[config.mk]
export PLATFORM = sky130hd
export DESIGN_NAME = playfair_digraph_decrypt
export DESIGN_NICKNAME = d
export VERILOG_FILES = /design/src/design/pfd_pkg.sv /design/src/design/playfair_digraph_decrypt.sv /design/src/design/pfd_lane.sv /design/src/design/pfd_merge.sv
export VERILOG_INCLUDE_DIRS = /design/src /design/src/design
export SDC_FILE = /design/constraint.sdc
export NUM_CORES = 1
export LEC_CHECK = 0
export BUFFER_PORTS_ARGS = -buffer_cell sky130_fd_sc_hd__buf_2
export CAP_MARGIN = 15
export CORE_UTILIZATION = 30
export DETAILED_ROUTE_END_ITERATION = 10
export HOLD_SLACK_MARGIN = 0.08
export PLACE_DENSITY = 0.47
export SLEW_MARGIN = 20
export SYNTH_ARGS = -nofsm -noshare
export SYNTH_HDL_FRONTEND = slang
export SYNTH_HIERARCHICAL = 1
export SYNTH_SLANG_ARGS = --single-unit
[constraint.sdc]
create_clock -name clk_i -period 6.2 [get_ports clk_i]
set_clock_uncertainty 0.1 [all_clocks]
set_input_delay 1.24 -clock clk_i [delete_from_list [all_inputs] [get_ports clk_i]]
set_output_delay 1.24 -clock clk_i [all_outputs]
set_load 0.005 [all_outputs]
[src/design/assert_macros.svh]
// assertion helpers, empty when synthesising
`ifndef ASSERT_MACROS_SVH
`define ASSERT_MACROS_SVH

`ifndef SYNTHESIS
`define PFD_ASSERT(lbl, clk, rst_n, prop) \
  lbl: assert property (@(posedge clk) disable iff (!rst_n) prop) \
    else $error("assertion failed");
`define PFD_ASSERT_IMP(lbl, clk, rst_n, ante, cons) \
  lbl: assert property (@(posedge clk) disable iff (!rst_n) (ante) |-> (cons)) \
    else $error("implication failed");
`else
`define PFD_ASSERT(lbl, clk, rst_n, prop)
`define PFD_ASSERT_IMP(lbl, clk, rst_n, ante, cons)
`endif

`endif

[src/design/pfd_pkg.sv]
package pfd_pkg;

  localparam int SideN   = 5;
  localparam int CellsN  = SideN * SideN;
  localparam int AlphaN  = 26;
  localparam int LetterW = 5;
  localparam int CellW   = $clog2(CellsN);
  localparam int CoordW  = $clog2(SideN);

  typedef logic [LetterW-1:0] letter_t;
  typedef logic [CellW-1:0]   cell_t;
  typedef logic [CoordW-1:0]  coord_t;

  localparam letter_t LetI = letter_t'(8);
  localparam letter_t LetJ = letter_t'(9);

  typedef enum logic [1:0] {
    MODE_NEW_KEY    = 2'd0,
    MODE_KEY_LETTER = 2'd1,
    MODE_FINISH     = 2'd2,
    MODE_DECRYPT    = 2'd3
  } mode_e;

  // write into both position copies and the square
  typedef struct packed {
    logic    en;
    letter_t ltr;
    cell_t   slot;
  } place_wr_t;

  typedef struct packed {
    logic   hit;
    coord_t row;
    coord_t col;
  } lane_res_t;

  function automatic coord_t cell_row(cell_t c);
    coord_t r;
    r = '0;
    for (int i = 1; i < SideN; i++) begin
      if (c >= cell_t'(i * SideN)) r = coord_t'(i);
    end
    return r;
  endfunction

  function automatic coord_t cell_col(cell_t c);
    cell_t base;
    base = cell_t'(cell_t'(cell_row(c)) * cell_t'(SideN));
    return coord_t'(c - base);
  endfunction

  function automatic coord_t prev_coord(coord_t x);
    return (x == '0) ? coord_t'(SideN - 1) : coord_t'(x - coord_t'(1));
  endfunction

  function automatic cell_t make_cell(coord_t r, coord_t k);
    return cell_t'(cell_t'(r) * cell_t'(SideN) + cell_t'(k));
  endfunction

endpackage

[src/design/playfair_digraph_decrypt.sv]
// channel   direction  handshake             fields
// command   in         start_i / busy_o      mode_i, letter_first_i, letter_second_i
// result    out        valid_o (one cycle)   plain_first_o, plain_second_o, not_found_o
//
// new key and key letter act on their own transfer; a decrypt result strobes
// once its transfer has passed the registered position lookup and then the registered square read
// finish walks the alphabet, one letter a cycle, and stays busy until the last letter
// reset clears the seen flags, fill pointer and ready flag at once
// the result side cannot stall, so commands are held off only during finish
module playfair_digraph_decrypt (
  input  logic             clk_i,
  input  logic             rst_ni,
  input  logic             start_i,
  output logic             busy_o,
  input  logic [1:0]       mode_i,
  input  pfd_pkg::letter_t letter_first_i,
  input  pfd_pkg::letter_t letter_second_i,
  output logic             valid_o,
  output pfd_pkg::letter_t plain_first_o,
  output pfd_pkg::letter_t plain_second_o,
  output logic             not_found_o
);
  import pfd_pkg::*;

  `include "assert_macros.svh"

  logic [AlphaN-1:0] seen_q;
  cell_t             fp_q;
  logic              ready_q;
  logic              fill_q;
  letter_t           fill_idx_q;
  logic              dec_s1_q, rdy_s1_q;

  logic      accept;
  mode_e     mode;
  letter_t   key_ltr;
  logic      key_ok, fill_ok, fill_last, not_full;
  place_wr_t wr;
  lane_res_t res_a, res_b;

  assign busy_o    = fill_q;
  assign accept    = start_i && !busy_o;
  assign mode      = mode_e'(mode_i);
  assign not_full  = fp_q < cell_t'(CellsN);
  assign key_ltr   = (letter_first_i == LetJ) ? LetI : letter_first_i;
  assign key_ok    = accept && (mode == MODE_KEY_LETTER) && !ready_q &&
                     (letter_first_i < letter_t'(AlphaN)) && !seen_q[key_ltr] && not_full;
  assign fill_ok   = fill_q && (fill_idx_q != LetJ) && !seen_q[fill_idx_q] && not_full;
  assign fill_last = fill_idx_q == letter_t'(AlphaN - 1);

  always_comb begin
    wr.en   = fill_ok || key_ok;
    wr.ltr  = fill_q ? fill_idx_q : key_ltr;
    wr.slot = fp_q;
  end

  always_ff @(posedge clk_i or negedge rst_ni) begin
    if (!rst_ni) begin
      seen_q     <= '0;
      fp_q       <= '0;
      ready_q    <= 1'b0;
      fill_q     <= 1'b0;
      fill_idx_q <= '0;
      dec_s1_q   <= 1'b0;
      rdy_s1_q   <= 1'b0;
    end else begin
      dec_s1_q <= accept && (mode == MODE_DECRYPT);
      rdy_s1_q <= ready_q;
      if (accept && (mode == MODE_NEW_KEY)) begin
        seen_q  <= '0;
        fp_q    <= '0;
        ready_q <= 1'b0;
      end else if (wr.en) begin
        seen_q[wr.ltr] <= 1'b1;
        fp_q           <= cell_t'(fp_q + cell_t'(1));
      end
      if (accept && (mode == MODE_FINISH)) begin
        fill_q     <= 1'b1;
        fill_idx_q <= '0;
      end else if (fill_q) begin
        fill_idx_q <= letter_t'(fill_idx_q + letter_t'(1));
        if (fill_last) begin
          fill_q  <= 1'b0;
          ready_q <= 1'b1;
        end
      end
    end
  end

  pfd_lane u_lane_a (
    .clk_i    (clk_i),
    .letter_i (letter_first_i),
    .seen_i   (seen_q),
    .wr_i     (wr),
    .res_o    (res_a)
  );

  pfd_lane u_lane_b (
    .clk_i    (clk_i),
    .letter_i (letter_second_i),
    .seen_i   (seen_q),
    .wr_i     (wr),
    .res_o    (res_b)
  );

  pfd_merge u_merge (
    .clk_i          (clk_i),
    .rst_ni         (rst_ni),
    .dec_i          (dec_s1_q),
    .ready_i        (rdy_s1_q),
    .lane_a_i       (res_a),
    .lane_b_i       (res_b),
    .wr_i           (wr),
    .valid_o        (valid_o),
    .plain_first_o  (plain_first_o),
    .plain_second_o (plain_second_o),
    .not_found_o    (not_found_o)
  );

  `PFD_ASSERT(a_dec_result, clk_i, rst_ni, (accept && mode == MODE_DECRYPT) |-> ##2 valid_o)
  `PFD_ASSERT_IMP(a_result_cause, clk_i, rst_ni, valid_o, $past(accept && mode == MODE_DECRYPT, 2))
  `PFD_ASSERT_IMP(a_finish_ready, clk_i, rst_ni, $fell(busy_o), ready_q)
  `PFD_ASSERT_IMP(a_no_overfill, clk_i, rst_ni, wr.en, fp_q < cell_t'(CellsN))

endmodule

[src/design/pfd_lane.sv]
module pfd_lane (
  input  logic                    clk_i,
  input  pfd_pkg::letter_t        letter_i,
  input  logic [pfd_pkg::AlphaN-1:0] seen_i,
  input  pfd_pkg::place_wr_t      wr_i,
  output pfd_pkg::lane_res_t      res_o
);
  import pfd_pkg::*;

  localparam int PadW = (2 ** LetterW) - AlphaN;

  cell_t                 pos_mem [AlphaN];
  cell_t                 pos_q;
  logic                  hit_q;
  logic [2**LetterW-1:0] seen_ext;

  assign seen_ext = {{PadW{1'b0}}, seen_i};

  always_ff @(posedge clk_i) begin
    if (wr_i.en) pos_mem[wr_i.ltr] <= wr_i.slot;
    pos_q <= pos_mem[letter_i];
    hit_q <= seen_ext[letter_i];
  end

  always_comb begin
    res_o.hit = hit_q;
    res_o.row = cell_row(pos_q);
    res_o.col = cell_col(pos_q);
  end

endmodule

[src/design/pfd_merge.sv]
module pfd_merge (
  input  logic                clk_i,
  input  logic                rst_ni,
  input  logic                dec_i,
  input  logic                ready_i,
  input  pfd_pkg::lane_res_t  lane_a_i,
  input  pfd_pkg::lane_res_t  lane_b_i,
  input  pfd_pkg::place_wr_t  wr_i,
  output logic                valid_o,
  output pfd_pkg::letter_t    plain_first_o,
  output pfd_pkg::letter_t    plain_second_o,
  output logic                not_found_o
);
  import pfd_pkg::*;

  letter_t sq_mem [CellsN];
  letter_t sq_a_q, sq_b_q;
  logic    nf_q, strobe_q;
  cell_t   cell_a, cell_b;
  logic    hit;

  assign hit = ready_i && lane_a_i.hit && lane_b_i.hit;

  always_comb begin
    priority if (lane_a_i.row == lane_b_i.row) begin
      cell_a = make_cell(lane_a_i.row, prev_coord(lane_a_i.col));
      cell_b = make_cell(lane_b_i.row, prev_coord(lane_b_i.col));
    end else if (lane_a_i.col == lane_b_i.col) begin
      cell_a = make_cell(prev_coord(lane_a_i.row), lane_a_i.col);
      cell_b = make_cell(prev_coord(lane_b_i.row), lane_b_i.col);
    end else begin
      cell_a = make_cell(lane_a_i.row, lane_b_i.col);
      cell_b = make_cell(lane_b_i.row, lane_a_i.col);
    end
  end

  always_ff @(posedge clk_i) begin
    if (wr_i.en) sq_mem[wr_i.slot] <= wr_i.ltr;
    sq_a_q <= sq_mem[cell_a];
    sq_b_q <= sq_mem[cell_b];
    nf_q   <= !hit;
  end

  always_ff @(posedge clk_i or negedge rst_ni) begin
    if (!rst_ni) begin
      strobe_q <= 1'b0;
    end else begin
      strobe_q <= dec_i;
    end
  end

  assign valid_o        = strobe_q;
  assign not_found_o    = nf_q;
  assign plain_first_o  = nf_q ? '0 : sq_a_q;
  assign plain_second_o = nf_q ? '0 : sq_b_q;

endmodule
After elaboration in Yosys (flattened, before gate mapping)
Memories as Yosys holds them, arrays and structs flattened. A register that Yosys moved wholly into a read port is not among the register bits.
Cells that the tools add are included.
W data, S select, Z words.
{"block": "op_classes", "add_sub_neg": 14, "n_mul": 4, "order_cmp": 16, "eq_ne": 8, "muxes": 45, "bitwise_logic": 1, "reduce_logical": 28}
{"op": "$mux W5", "count": 12}
{"op": "$mux W26", "count": 2}
{"op": "$add A5 B3 Y5", "count": 6}
{"op": "$lt A5 B6 Y1 const B", "count": 5}
{"op": "$or A26 B26 Y26", "count": 1}
{"op": "$bmux W1 S5", "count": 4}
{"op": "$ge A5 B4 Y1 const B", "count": 4}
{"op": "$mul A3 B3 Y5 const B", "count": 4}
{"op": "$mux W3", "count": 6}
{"op": "$mux W1", "count": 16}
{"op": "$logic_and A1 B1 Y1", "count": 15}
{"op": "$logic_not A3 Y1", "count": 4}
{"op": "$sub A3 B1 Y3 const B", "count": 4}
{"op": "$add A5 B1 Y5 const B", "count": 2}
{"op": "$ge A5 B3 Y1 const B", "count": 2}
{"op": "$ge A5 B5 Y1 const B", "count": 2}
{"op": "$lt A5 B5 Y1 const B", "count": 2}
{"op": "$mux W2", "count": 4}
{"op": "$eq A3 B3 Y1", "count": 2}
{"op": "$sub A3 B3 Y3", "count": 2}
{"op": "$demux W1 S5", "count": 1}
{"op": "$eq A5 B4 Y1 const B", "count": 1}
{"op": "$eq A5 B5 Y1 const B", "count": 1}
{"op": "$ge A5 B1 Y1 const B", "count": 1}
{"op": "other kinds (7)", "count": 13}
{"block": "word_totals", "ff_bits": 44, "mem_bits_rw": 385, "inputBits": 15, "wordCells": 130, "mem_count": 3}
{"memory": "u_lane_a.pos_mem", "words": 26, "width": 5, "rd": 1, "rd_ports_with_merged_regs": 1, "write_ports": 1, "line": "pfd_lane.sv:12", "rtl": "cell_t pos_mem [AlphaN];"}
{"memory": "u_lane_b.pos_mem", "words": 26, "width": 5, "rd": 1, "rd_ports_with_merged_regs": 1, "write_ports": 1, "line": "pfd_lane.sv:12"}
{"memory": "u_merge.sq_mem", "words": 25, "width": 5, "rd": 2, "rd_ports_with_merged_regs": 2, "write_ports": 1, "line": "pfd_merge.sv:16", "rtl": "letter_t sq_mem [CellsN];"}

Depth between registers and ports, before layout
Gate-level depths: netlist of the first run.
{"block": "logic_depth", "ltp_word": 11, "depth_mapped": 23, "ltp_nobuf": 21}

By module
Netlist of the first run, hierarchy kept.
{"mod": "pfd_lane", "instances": 2, "cells_per_inst": 364, "area_each_um2": 5853.1}
{"mod": "pfd_merge", "instances": 1, "cells_per_inst": 644, "area_each_um2": 8135.3}
{"mod": "playfair_digraph_decrypt", "instances": 1, "cells_per_inst": 224, "area_each_um2": 2381.0}

Least setup slack after synthesis of the first run
No wires, ideal clock.
{"block": "synth_path", "path_kind": "reg2reg", "startpoint": "reg u_lane_a.pos_q[2], read port of u_lane_a.pos_mem", "endpoint": "reg u_merge.sq_a_q[1], read port of u_merge.sq_mem", "setup_time_ns": 0.129, "t_arrival_ns": 5.007, "required_ns": 5.971, "path_slack_ns": 0.964, "path_stages_with_launch": 22, "cell_sequence": "dfxtp_1 > clkbuf_1 > nor2_1 > a22oi_1 > o21ai_0 > ha_1 > inv_1 > fa_1 > xor2_1 > inv_1 > ha_1 > nor2_1 > ha_1 > inv_1 > fa_1 > nor4b_1 > a31oi_4 > buf_4 > buf_4 > mux4_2 > a221oi_1 > nand3_1"}
{"element": "from (decl)", "line": "pfd_lane.sv:13", "rtl": "cell_t pos_q;"}
{"element": "to (decl)", "line": "pfd_merge.sv:17", "rtl": "letter_t sq_a_q, sq_b_q;"}

==> results of run 1 <==
Yosys cell counts (6+ instances only):
cell type	instances	area share
edfxtp_1	385	0.52
mux2i_1	177	0.080
nor2_1	122	0.021
nand2_1	92	0.016
nand3_1	65	0.015
a21oi_1	43	0.0097
mux4_2	43	0.044
dfrtp_1	41	0.046
a22oi_1	39	0.013
ha_1	37	0.021
inv_1	35	0.0059
buf_2	33	0.0074
o21ai_0	30	0.0068
nor2b_1	29	0.0082
clkbuf_1	26	0.0044
dfxtp_1	23	0.021
a32o_1	22	0.0099
nor3_1	18	0.0041
mux4_1	17	0.020
xnor2_1	17	0.0067
xor2_1	17	0.0067
mux2_2	15	0.0076
nand3b_1	14	0.0047
a21o_1	13	0.0044
and2_1	13	0.0037
nand4_1	13	0.0037
o211ai_1	12	0.0041
or3b_2	12	0.0047
nand2b_1	10	0.0028
a211oi_1	9	0.0030
buf_4	9	0.0030
mux2_4	9	0.0061
fa_1	8	0.0072
o211ai_2	8	0.0045
o31ai_1	8	0.0027
buf_1	7	0.0012
buf_6	7	0.0035
nor4_1	7	0.0020
a32oi_1	6	0.0024
o21a_1	6	0.0020
o22a_1	6	0.0024
or3_1	6	0.0017
worst max-delay path, delay by kind of cell, from the launching register on:
family / cells / cell delay (ps)
AOI/OAI and AO/OA: 7 / 1790
adders and majority gates: 6 / 2170
buffers and inverters: 3 / 330
DFF: 1 / 430
and+or+nand+nor: 1 / 560
placed cells by master, fill, tap and decap left out, drive strengths merged, types with 12 or more instances in the layout:
cell type	synthesis	final
a32o	22	22
nor3	19	19
o211ai	20	20
xnor2	17	17
nor2b	29	29
xor2	20	20
or3b	12	12
inv	35	39
a21oi	43	43
o21ai	31	31
buf	62	60
ha	37	37
nand3b	14	14
clkbuf	26	70
nand4	13	13
a22oi	40	40
edfxtp	385	385
mux2	24	24
mux2i	178	178
dfrtp	41	41
and2	13	13
dfxtp	23	23
mux4	60	60
a21o	13	13
nor2	124	124
nand3	65	65
clkinv	0	15
nand2	92	92
routing by layer:
metal	vias to the layer above	GRT usage	wire [µm]
li1	6280	-	-
met1	7048	0.216	26700
met2	408	0.258	27900
met3	82	0.0248	3080
met4	0	0.0434	1260
met5	-	0	0
metrics by stage:
| step | instance area, µm² | utilization | std cells | hold WS [ps] |
|---|---|---|---|---|
| floorplan | 22200 | - | 1596 | 231 |
| global placement | 23300 | 0.319 | 2527 | 242 |
| detailed placement | 23300 | 0.319 | 2527 | 240 |
| CTS | 24900 | 0.341 | 2618 | 264 |
| global route | 24900 | 0.341 | 2618 | 282 |
| finish | 24900 | 0.341 | 2618 | 262 |
area by class of cell:
cell class	count	area share
Clock inverter	21	0.00668
Multi-Input combinational cell	1024	0.343
Inverter	35	0.00528
Tap cell	959	0.0482
Sequential cell	449	0.524
Timing Repair Buffer	60	0.0160
Clock buffer	70	0.0569
state kept, by name, summed over array words and instances (netlist names), 5 cells and up:
register and cells:
u_lane_b/pos_q 5, fill_idx_q 5, u_lane_a/pos_q 5, u_merge/sq_mem 125
u_merge/sq_b_q 5, fp_q 5, u_lane_a/pos_mem 130, u_lane_b/pos_mem 130
seen_q 26, u_merge/sq_a_q 5
worst max path at each step:
| stage | slack, ps | to | cells after the start | from |
|---|---|---|---|---|
| floorplan | 960 | u_merge/sq_a_q[1]$_DFF_P_ | 21 | u_lane_a/pos_q[2]$_DFF_P_ |
| global placement | 770 | u_merge/sq_b_q[1]$_DFF_P_ | 17 | u_lane_b/pos_q[3]$_DFF_P_ |
| detailed placement | 740 | u_merge/sq_b_q[1]$_DFF_P_ | 17 | u_lane_b/pos_q[3]$_DFF_P_ |
| CTS | 710 | u_merge/sq_b_q[1]$_DFF_P_ | 17 | u_lane_b/pos_q[3]$_DFF_P_ |
| global route | 350 | u_merge/sq_b_q[4]$_DFF_P_ | 20 | u_lane_b/pos_q[1]$_DFF_P_ |
| finish | 700 | u_merge/sq_b_q[1]$_DFF_P_ | 17 | u_lane_b/pos_q[3]$_DFF_P_ |
kinds of logic after synthesis:
| logic type | Yosys count | synth area share |
|---|---|---|
| DFF | 449 | 0.587 |
| adders and majority gates | 49 | 0.0298 |
| buffers and inverters | 123 | 0.0300 |
| and+or+nand+nor | 425 | 0.0950 |
| AOI/OAI and AO/OA | 251 | 0.0843 |
| xor gates and xnor gates | 37 | 0.0156 |
| muxes | 262 | 0.158 |
power groups by stage:
stage	Sequential [W]	Clock (W)	Combinational, W
5_1_grt	0.00448	0.00303	0.00853
3_5_place_dp	0.00449	0	0.00784
2_1_floorplan	0.00444	0	0.00562
6_report	0.00443	0.00284	0.00788
3_3_place_gp	0.00449	0	0.00780
4_1_cts	0.00443	0.00292	0.00787
==> results.txt, run 1 <==
Walking the worst path, the cells encountered are inv_1, maj3_1, a22oi_1, o21ai_0, buf_4, ha_1, inv_1, fa_1, ha_1, ha_1, fa_1, or4_1, a31o_2, o21ai_0, o22ai_1, o41ai_1, o2111ai_1. The number of antenna diodes came out at 0. The worst slack at placement came out at 738 ps. Setup repair after global routing left no endpoint under its margin.

The root buffer cell is clkbuf_16. The highest net fanout along the worst path came out at 31. The post-route fraction of the period consumed by the critical path is 0.888. The internal power summed over all cells is 0.00874 W.

The worst path required time came out at 6570 ps. Max-cap violations in this run came to 0. The number of clock sinks seen by CTS is 449. For this run, the top clock speed supported by timing is 182 MHz. The critical path is of the reg -> reg type. The cell count after synthesis is 1,596.

In this run the most critical hold path is launched from dec_s1_q$_DFF_PN0_. The final reports fail on design-rule violations. The largest incremental delay on the critical path is 590 ps.

The number of nets in the layout is 1,679. The net switching power is 0.00641 W. The pin count of the biggest net entering global routing is 65.

The number of cells on the worst reg-to-reg path is 17. The global-route congestion overflow total is 0. The reg-to-reg critical path endpoint is u_merge/sq_b_q[1]$_DFF_P_. 28 I/O pins were placed. The clock transition at the registers of the reported paths came out at 60 ps. The count of port buffers added during placement is 27.

In this run, the number of DRC markers left after iteration 0 of detailed routing was 1,122. In the final routed layout, each cell accounts on average for 22.5 µm. The synthesized area per cell came out at 13.9 µm². The floorplan step set the die width to 274 µm.

The post-synthesis async set-or-reset flop share is 0.0913. The reg2reg setup slack came out at 700 ps. The relative area change from synthesis to final layout came out at 12.1%.

STA classifies the critical path startpoint as a register. The sequential fraction of design power is 0.292. The number of setup buffers added after CTS is 0. The final weighted congestion in routability-driven placement is 0.869. The sort of element at the end of the critical path is a register. Among the stages of the critical path, the cell type that occurs most often is ha_1. CTS built an H-tree with a depth of 2. The total length of routed wires is 58.9 mm. The design draws 0.0152 W.

The arrival time at the worst endpoint is 5870 ps. The clock network latency to the later pin of the worst-skew pair is 600 ps. The worst pin sits at a relative slew slack of 0.332. The proportion of layout cells with a drive suffix above 1 is 0.149. TritonCTS built the clock tree. The number of DRC violations after detailed routing came out at 4.

For this run, the number of Yosys warnings is 6. The analysis attributes to cell leakage a power of 8.89 nW. The final setup violation count came out at 0. The worst ir drop on vdd is 512 µV.

The number of antenna violations at the first check in global routing is 1. The total negative slack for setup checks is 0 ps. The placeable core region is 0.0731 mm². The kind of path behind the tightest hold check is reg -> reg. The max-slew violation count came out at 0. In the synthesized netlist the dominant register cell turns out to be edfxtp_1. The fraction of the yosys area taken by sequential cells came out at 0.587. The share of total power dissipated in combinational logic is 0.520. The post-synthesis sequential element count is 449. The combined flip-flop and latch cell area is 0.0131 mm². Yosys mapped a number of flops with a built-in enable equal to 385. The starting density of the core is 0.304. The time the worst path needs with I/O delays and setup came out at 5500 ps.

The number of buffers created by CTS is 49. The number of hold violations in the final report is 0. The path with the worst hold slack has its endpoint at u_merge/valid_o$_DFF_PN0_.

The overall die area is 0.0752 mm². The count of vias placed by the detailed router came out at 13,800. The share of total power dissipated in the clock network is 0.188. The cell depth of the worst hold path came out at 0. The overall track demand over capacity in global routing is 0.157. The slowest stage of the critical path is the fa_1 cell. The run finished, with violations left. The layout has 7,087 filler cells.

The power density over cell area is 609 mW/mm². The detailed-routing iteration count for the pre-antenna-repair pass is 10. Of the total power, the share spent switching nets is 0.423.

The placement row count is 99. At the pin with the least slew margin, the transition time is 1000 ps. The via count of the first global-routing pass was 14,200. The net count after synthesis is 1,656. In the final layout, the multi-input gates occupy 0.00854 mm².

The die height came out at 274 µm. The number of different library cells in the post-synthesis netlist came out at 80. After clock tree synthesis, the flow added hold-fix buffers numbering 0. Using the TritonRoute via totals, the vias-per-cell ratio works out to 5.28. After synthesis the cells add up to 0.0222 mm². After clock tree synthesis, the repair step resized 0 gates. The wire length of the first global-routing pass is 89.3 mm. The remaining number of nets flagged by the antenna check after routing is 0. In this run the critical register-to-register path is launched from u_lane_b/pos_q[3]$_DFF_P_.

The deepest clock path buffer count is 3. The worst path setup slack after routing came out at 696 ps. The HPWL after detailed placement is 39.3 mm.
Note: power is estimated with default switching activity, not from simulation.
==> run 2, diff against run 1 <==
--- a/config.mk
+++ b/config.mk
@@ -8,6 +8,7 @@
 export LEC_CHECK = 0
 export BUFFER_PORTS_ARGS = -buffer_cell sky130_fd_sc_hd__buf_2
 export CAP_MARGIN = 15
+export CORE_MARGIN = 3
 export CORE_UTILIZATION = 30
 export DETAILED_ROUTE_END_ITERATION = 10
 export HOLD_SLACK_MARGIN = 0.08
==> results.txt, run 2 (synthesized netlist as in run 1, its figures left out) <==
The flow ran to the end, and the final reports show no timing, DRC or antenna violations. In this run the most used layer during global routing was met2. The post-cts hold buffer count is 0.

The share of total power dissipated in combinational logic is 0.519. Of the cells placed in the final design, the portion with a size suffix greater than 1 is 0.156. The number of nets in the layout came out at 1,681.

After detailed routing, the total wire length is 59.7 mm. The top cell types in the final layout, fill and taps aside, are edfxtp_1 (385), mux2i_1 (177), nor2_1 (121). The global-route met1 utilization came out at 0.213. The deepest clock path buffer count came out at 3. The number of fill cells in the layout came out at 7,057.

Dividing the detail-routed wire length by the instance count gives 22.8 µm. The met2 demand-to-capacity share in global routing came out at 0.249. The count of cells resized by post-cts repair came out at 0. CTS placed an instance of clkbuf_16 at the clock tree root. The path class of the tightest hold or removal check is reg -> reg.

The startpoint identified for the worst register-to-register timing path is u_lane_b/pos_q[3]$_DFF_P_. The sequential fraction of design power came out at 0.288. The number of clock sinks seen by CTS is 449.

The number of antenna violations at the first check in global routing is 0. The largest registers in the layout are u_lane_a/pos_mem (130), u_lane_b/pos_mem (130), u_merge/sq_mem (125). The total negative slack for setup checks is 0 ps. The count of H-tree levels built during CTS is 2. Leaving out fill and tap cells, the most frequent cell in the layout is edfxtp_1. After detailed routing, the number of vias per cell comes to 5.29. The later pin in the worst-skew pair is clocked with a latency of 610 ps.

The reg2reg setup slack is 640 ps. The worst path required time is 6620 ps. In this run the cell area measured after placement is 0.0233 mm². The core region is 0.0732 mm². The TritonCTS clock tree is done. The share of total power dissipated in the clock network is 0.193. The detailed-routing iteration count for the pre-antenna-repair pass came out at 5. The power density over cell area came out at 615 mW/mm². The starting DRC count in detailed routing is 1,273. The number of hold violations in the final report came to 0. The maximum operating frequency is 180 MHz. The time the worst path needs with I/O delays and setup is 5560 ps. Setup repair after global routing left no endpoint under its margin. The beginning of the critical path is u_lane_b/pos_q[3]$_DFF_P_. The number of buffers created by CTS is 50. The final weighted congestion in routability-driven placement came out at 0.884. The count of port buffers added during placement is 27. The die height is 278 µm. The max-slew violation count came out at 0. The wire length of the first global-routing pass came out at 90.2 mm.

In the global route stage, overall resource usage came out at 0.152. The worst ir drop on vdd came out at 424 µV. The arrival time at the worst endpoint came out at 5980 ps. STA classifies the critical path endpoint as a register. Measured against its own limit, the worst slew margin works out to 0.243. For the pin with the worst max-slew slack, the measured transition is 1140 ps. The global-route congestion overflow total is 0. The pin count of the biggest net entering global routing came out at 65. The count of vias placed by the detailed router came out at 13,900. Pin placement for this block handled 28 I/O pins. The overall die area is 0.0774 mm². The estimated wirelength of the detail-placed design came out at 40.0 mm. Of the total power, the share spent switching nets is 0.424.

After routing the design area is 0.0250 mm². Setup violations remaining at the end of the flow were counted as 0. The clock transition at the registers of the reported paths came out at 60 ps.

The starting density of the core is 0.304. The relative area change from synthesis to final layout is 12.6%. In this run the most critical hold path is launched from dec_s1_q$_DFF_PN0_.

The via count of the first global-routing pass is 14,000. The placement row count is 99. The leakage component of the power is 8.94 nW. The post-CTS setup buffer count is 0. The post-route fraction of the period consumed by the critical path came out at 0.896. For this run, global-route usage on met3 was measured as 0.0219. The highest net fanout along the worst path is 31.

The type of element launching the critical path is a register. The start-to-end type of the worst setup path is reg -> reg. For this run, design rule violations remaining after detail routing come to 0. The horizontal die dimension came out at 278 µm.

Once detail routing completed, the nets flagged for antenna violations numbered 0. Across the run, the number of max-cap violations was 0. Cell internal power was estimated by the tool at 0.00886 W. The net switching power is 0.00653 W.
run 2: changes by cell type in the layout (fill, tap and decap cells not counted), sizes merged:
| cell | change |
|---|---|
| diode | +1 |
| inv | -1 |
| clkinvlp | +5 |
| clkbuf | -5 |
| bufinv | +2 |
| buf | +1 |
| clkinv | +2 |
run 2: worst paths after layout:
| path | end | cells past startpoint |
|---|---|---|
| setup / recovery | u_merge/sq_b_q[1]$_DFF_P_ | 16 |
| hold / removal | u_merge/valid_o$_DFF_PN0_ | 0 |
| setup reg to reg | u_merge/sq_b_q[1]$_DFF_P_ | 16 |
| hold reg to reg | u_merge/valid_o$_DFF_PN0_ | 0 |
| max in group asynchronous | fp_q[3]$_DFFE_PN0P_ | 1 |
| min in group asynchronous | seen_q[20]$_DFFE_PN0P_ | 1 |
run 2: power groups by stage:
stage | Combinational [W] | Sequential, W | Clock (W)
floorplan | 0.00562 | 0.00444 | 0
global placement | 0.00783 | 0.00449 | 0
detailed placement | 0.00789 | 0.00450 | 0
CTS | 0.00792 | 0.00444 | 0.00305
global route | 0.00858 | 0.00449 | 0.00318
finish | 0.00798 | 0.00444 | 0.00297
run 2: stage by stage:
| stage | setup slack [ps] | utilization | std cells | power, W | hold WS (ps) |
|---|---|---|---|---|---|
| 6_report | 642 | 0.342 | 2623 | 0.0154 | 261 |
| 5_1_grt | 177 | 0.342 | 2622 | 0.0162 | 275 |
| 3_5_place_dp | 424 | 0.319 | 2528 | 0.0124 | 241 |
| 2_1_floorplan | 964 | - | 1596 | 0.0101 | 231 |
| 4_1_cts | 405 | 0.341 | 2622 | 0.0154 | 264 |
| 3_3_place_gp | 457 | 0.319 | 2528 | 0.0123 | 249 |
run 2: area by class of cell:
| type | instances | area (µm²) | share of cell area |
|---|---|---|---|
| clock inverters | 29 | 283 | 0.0113 |
| clock buffers | 65 | 1390 | 0.0555 |
| multi-input cells | 1024 | 8550 | 0.342 |
| well taps | 959 | 1200 | 0.0480 |
| diodes | 1 | 2.50 | 0.000100 |
| flip-flops and latches | 449 | 13100 | 0.522 |
| inverters | 35 | 131 | 0.00525 |
| repair buffers | 61 | 405 | 0.0162 |
run 2: critical path, stage by stage, from the launching register on:
cell	delay (ps)
dfxtp_1	440
inv_1	60
maj3_1	330
a22oi_1	140
o21ai_0	100
buf_4	190
ha_1	200
inv_1	70
fa_1	600
ha_1	390
ha_1	240
fa_1	460
or4_1	600
a31o_4	430
nor4_1	660
o211ai_1	280
o2111ai_1	160
run 2: metal layers:
metal	wire length [µm]	vias up
li1	-	6278
met1	27200	7144
met2	28400	378
met3	2890	82
met4	1190	0
met5	0	-
==> run 3, diff against run 2 <==
--- a/config.mk
+++ b/config.mk
@@ -8,11 +8,14 @@
 export LEC_CHECK = 0
 export BUFFER_PORTS_ARGS = -buffer_cell sky130_fd_sc_hd__buf_2
 export CAP_MARGIN = 15
+export CELL_PAD_IN_SITES_DETAIL_PLACEMENT = 1
+export CELL_PAD_IN_SITES_GLOBAL_PLACEMENT = 1
 export CORE_MARGIN = 3
 export CORE_UTILIZATION = 30
 export DETAILED_ROUTE_END_ITERATION = 10
 export HOLD_SLACK_MARGIN = 0.08
-export PLACE_DENSITY = 0.47
+export PLACE_DENSITY = 0.53
+export SETUP_SLACK_MARGIN = 0.15
 export SLEW_MARGIN = 20
 export SYNTH_ARGS = -nofsm -noshare
 export SYNTH_HDL_FRONTEND = slang
==> results.txt, run 3 (synthesized netlist as in run 1, its figures left out) <==
Once layout is complete, the utilization of the core stands at 0.342. In this run the remaining antenna-violating nets after routing total 0. The final setup violation count came out at 0. The relative area change from synthesis to final layout came out at 12.5%. The placeable core region is 0.0732 mm². The total design power is 0.0154 W.

The clock network latency to the later pin of the worst-skew pair came out at 620 ps. For this design the static power due to leakage is 8.93 nW. The max-capacitance violation count came out at 0. The horizontal die dimension came out at 278 µm. The time the worst path needs with I/O delays and setup came out at 5470 ps.

The worst slack at placement came out at 793 ps. The run finished with clean final reports. The pin count of the biggest net entering global routing is 65. Setup repair after global routing left no endpoint under its margin.

The worst path setup slack after routing came out at 726 ps. The number of antenna diodes came out at 0. The normalized max-slew margin is 0.263. The worst ir drop on vdd is 431 µV.

The mean routed wirelength per cell came out at 23.9 µm. The count of cells resized by post-cts repair is 0. The first detailed-routing pass took 6 iterations. In the final layout, the multi-input gates occupy 0.00854 mm². The starting DRC count in detailed routing came out at 1,150. In this run the core area contains 99 standard-cell rows. The post-cts hold buffer count is 0. The top cell types in the final layout, fill and taps aside, are edfxtp_1 (385), mux2i_1 (177), nor2_1 (121). The routed layout has 13,900 vias. The TritonCTS clock tree is done. The number of vias per cell after detailed routing came out at 5.29.

CTS placed an instance of clkbuf_16 at the clock tree root. The number of fill cells in the layout is 7,666. The number of nets in the layout came out at 1,683.

The combined flip-flop and latch cell area came out at 0.0131 mm². The number of buffers created by CTS came out at 50. The via count of the first global-routing pass is 14,800. For the worst setup path, the data arrival time is 5790 ps. The path class of the tightest hold or removal check is reg -> reg. The number of DRC violations after detailed routing came out at 0. Leaving out fill and tap cells, the most frequent cell in the layout is edfxtp_1. STA classifies the critical path endpoint as a register.

The number of clock sinks seen by CTS is 449. The highest net fanout along the worst path is 31. The max-slew violation count came to 0. Setup total negative slack on the finished layout was measured at 0 ps. The largest registers in the layout are u_lane_a/pos_mem (130), u_lane_b/pos_mem (130), u_merge/sq_mem (125).

The number of hold violations in the final report came out at 0. The maximum operating frequency is 183 MHz. The count of H-tree levels built during CTS came out at 2. The total overflow left after global routing is 0. The wire length of the first global-routing pass came out at 96.0 mm. The starting density of the core came out at 0.304.

The deepest clock path buffer count is 3. The worst slack on hold paths is 249 ps. After detailed routing, the total wire length is 62.6 mm. The worst path required time is 6510 ps. In this run the tool buffered the top-level ports with 27 buffer cells. In this run the vertical extent of the chip is 278 µm.

The estimated wirelength of the detail-placed design came out at 42.4 mm. The overall die area came out at 0.0774 mm². The slew at the pin closest to its max-slew limit is 1110 ps. The top-level port count is 28. STA classifies the critical path startpoint as a register. The number of antenna violations at the first check in global routing came out at 2. Of the available clock period, the critical path in the final layout requires 0.883. The critical path is of the reg -> reg type. After clock tree synthesis, the clock-pin slew on the worst setup and hold paths is 60 ps.

The final weighted congestion in routability-driven placement is 0.824. The proportion of layout cells with a drive suffix above 1 came out at 0.150. Once the clock tree was built, the setup fixing pass inserted 0 buffers.

The overall track demand over capacity in global routing is 0.161. The power density over cell area is 617 mW/mm².
==> run 3: cell types whose count changed in the layout (fill, tap and decap cells not counted), sizes merged <==
cell      previous run  this run
clkinvlp             6         1
buf                 61        63
clkinv              17        19
bufinv               3         4
clkbuf              65        66
diode                1         0
inv                 38        37
==> run 3: report_power, final <==
group          switching (W)  internal [W]  total (W)
Clock                0.00123       0.00171    0.00295
Sequential          0.000316       0.00412    0.00444
Combinational        0.00502       0.00303    0.00805
Total                0.00657       0.00886     0.0154
==> run 3: layout make-up <==
| type | instances | share of cell area |
|---|---|---|
| sequential | 449 | 0.522 |
| tap | 959 | 0.0480 |
| timing repair buffer | 63 | 0.0174 |
| multi-input combinational | 1024 | 0.341 |
| clock buffer | 66 | 0.0540 |
| inverter | 35 | 0.00525 |
| clock inverter | 26 | 0.0118 |
==> run 3: worst paths after layout <==
kind	slack (ps)	from	cells past startpoint	end
setup / recovery	730	u_lane_b/pos_q[3]$_DFF_P_	17	u_merge/sq_b_q[2]$_DFF_P_
hold / removal	250	dec_s1_q$_DFF_PN0_	0	u_merge/valid_o$_DFF_PN0_
setup reg to reg	730	u_lane_b/pos_q[3]$_DFF_P_	17	u_merge/sq_b_q[2]$_DFF_P_
hold reg to reg	250	dec_s1_q$_DFF_PN0_	0	u_merge/valid_o$_DFF_PN0_
max in group asynchronous	4660	rst_ni	1	fp_q[4]$_DFFE_PN0P_
min in group asynchronous	680	rst_ni	1	fill_idx_q[0]$_DFFE_PN0P_
==> run 3: worst max-delay path: stages (launching register included) <==
cell       delay (ps)
dfxtp_1           430
inv_1              70
maj3_1            330
a22oi_1           140
o21ai_0            90
buf_4             190
ha_1              200
inv_1              80
fa_1              580
ha_1              370
ha_1              230
fa_1              420
or4_1             590
a31o_2            550
a211oi_1          390
a2111oi_0         120
o21ai_0           220
nand4_1           150
==> run 3: per-layer routing <==
metal  up-vias  GRT usage  wire (µm)
met5         -          0          7
met4         2     0.0387       1330
met3        88     0.0237       2420
met2       268      0.265      29700
met1      7232      0.224      29100
li1       6274          -          -
==> run 3: per-stage QoR <==
stage / std cells / area, µm²
3_3_place_gp: 2530 / 23400
6_report: 2622 / 25000
5_1_grt: 2622 / 25000
3_5_place_dp: 2530 / 23400
4_1_cts: 2622 / 25000
2_1_floorplan: 1596 / 22200
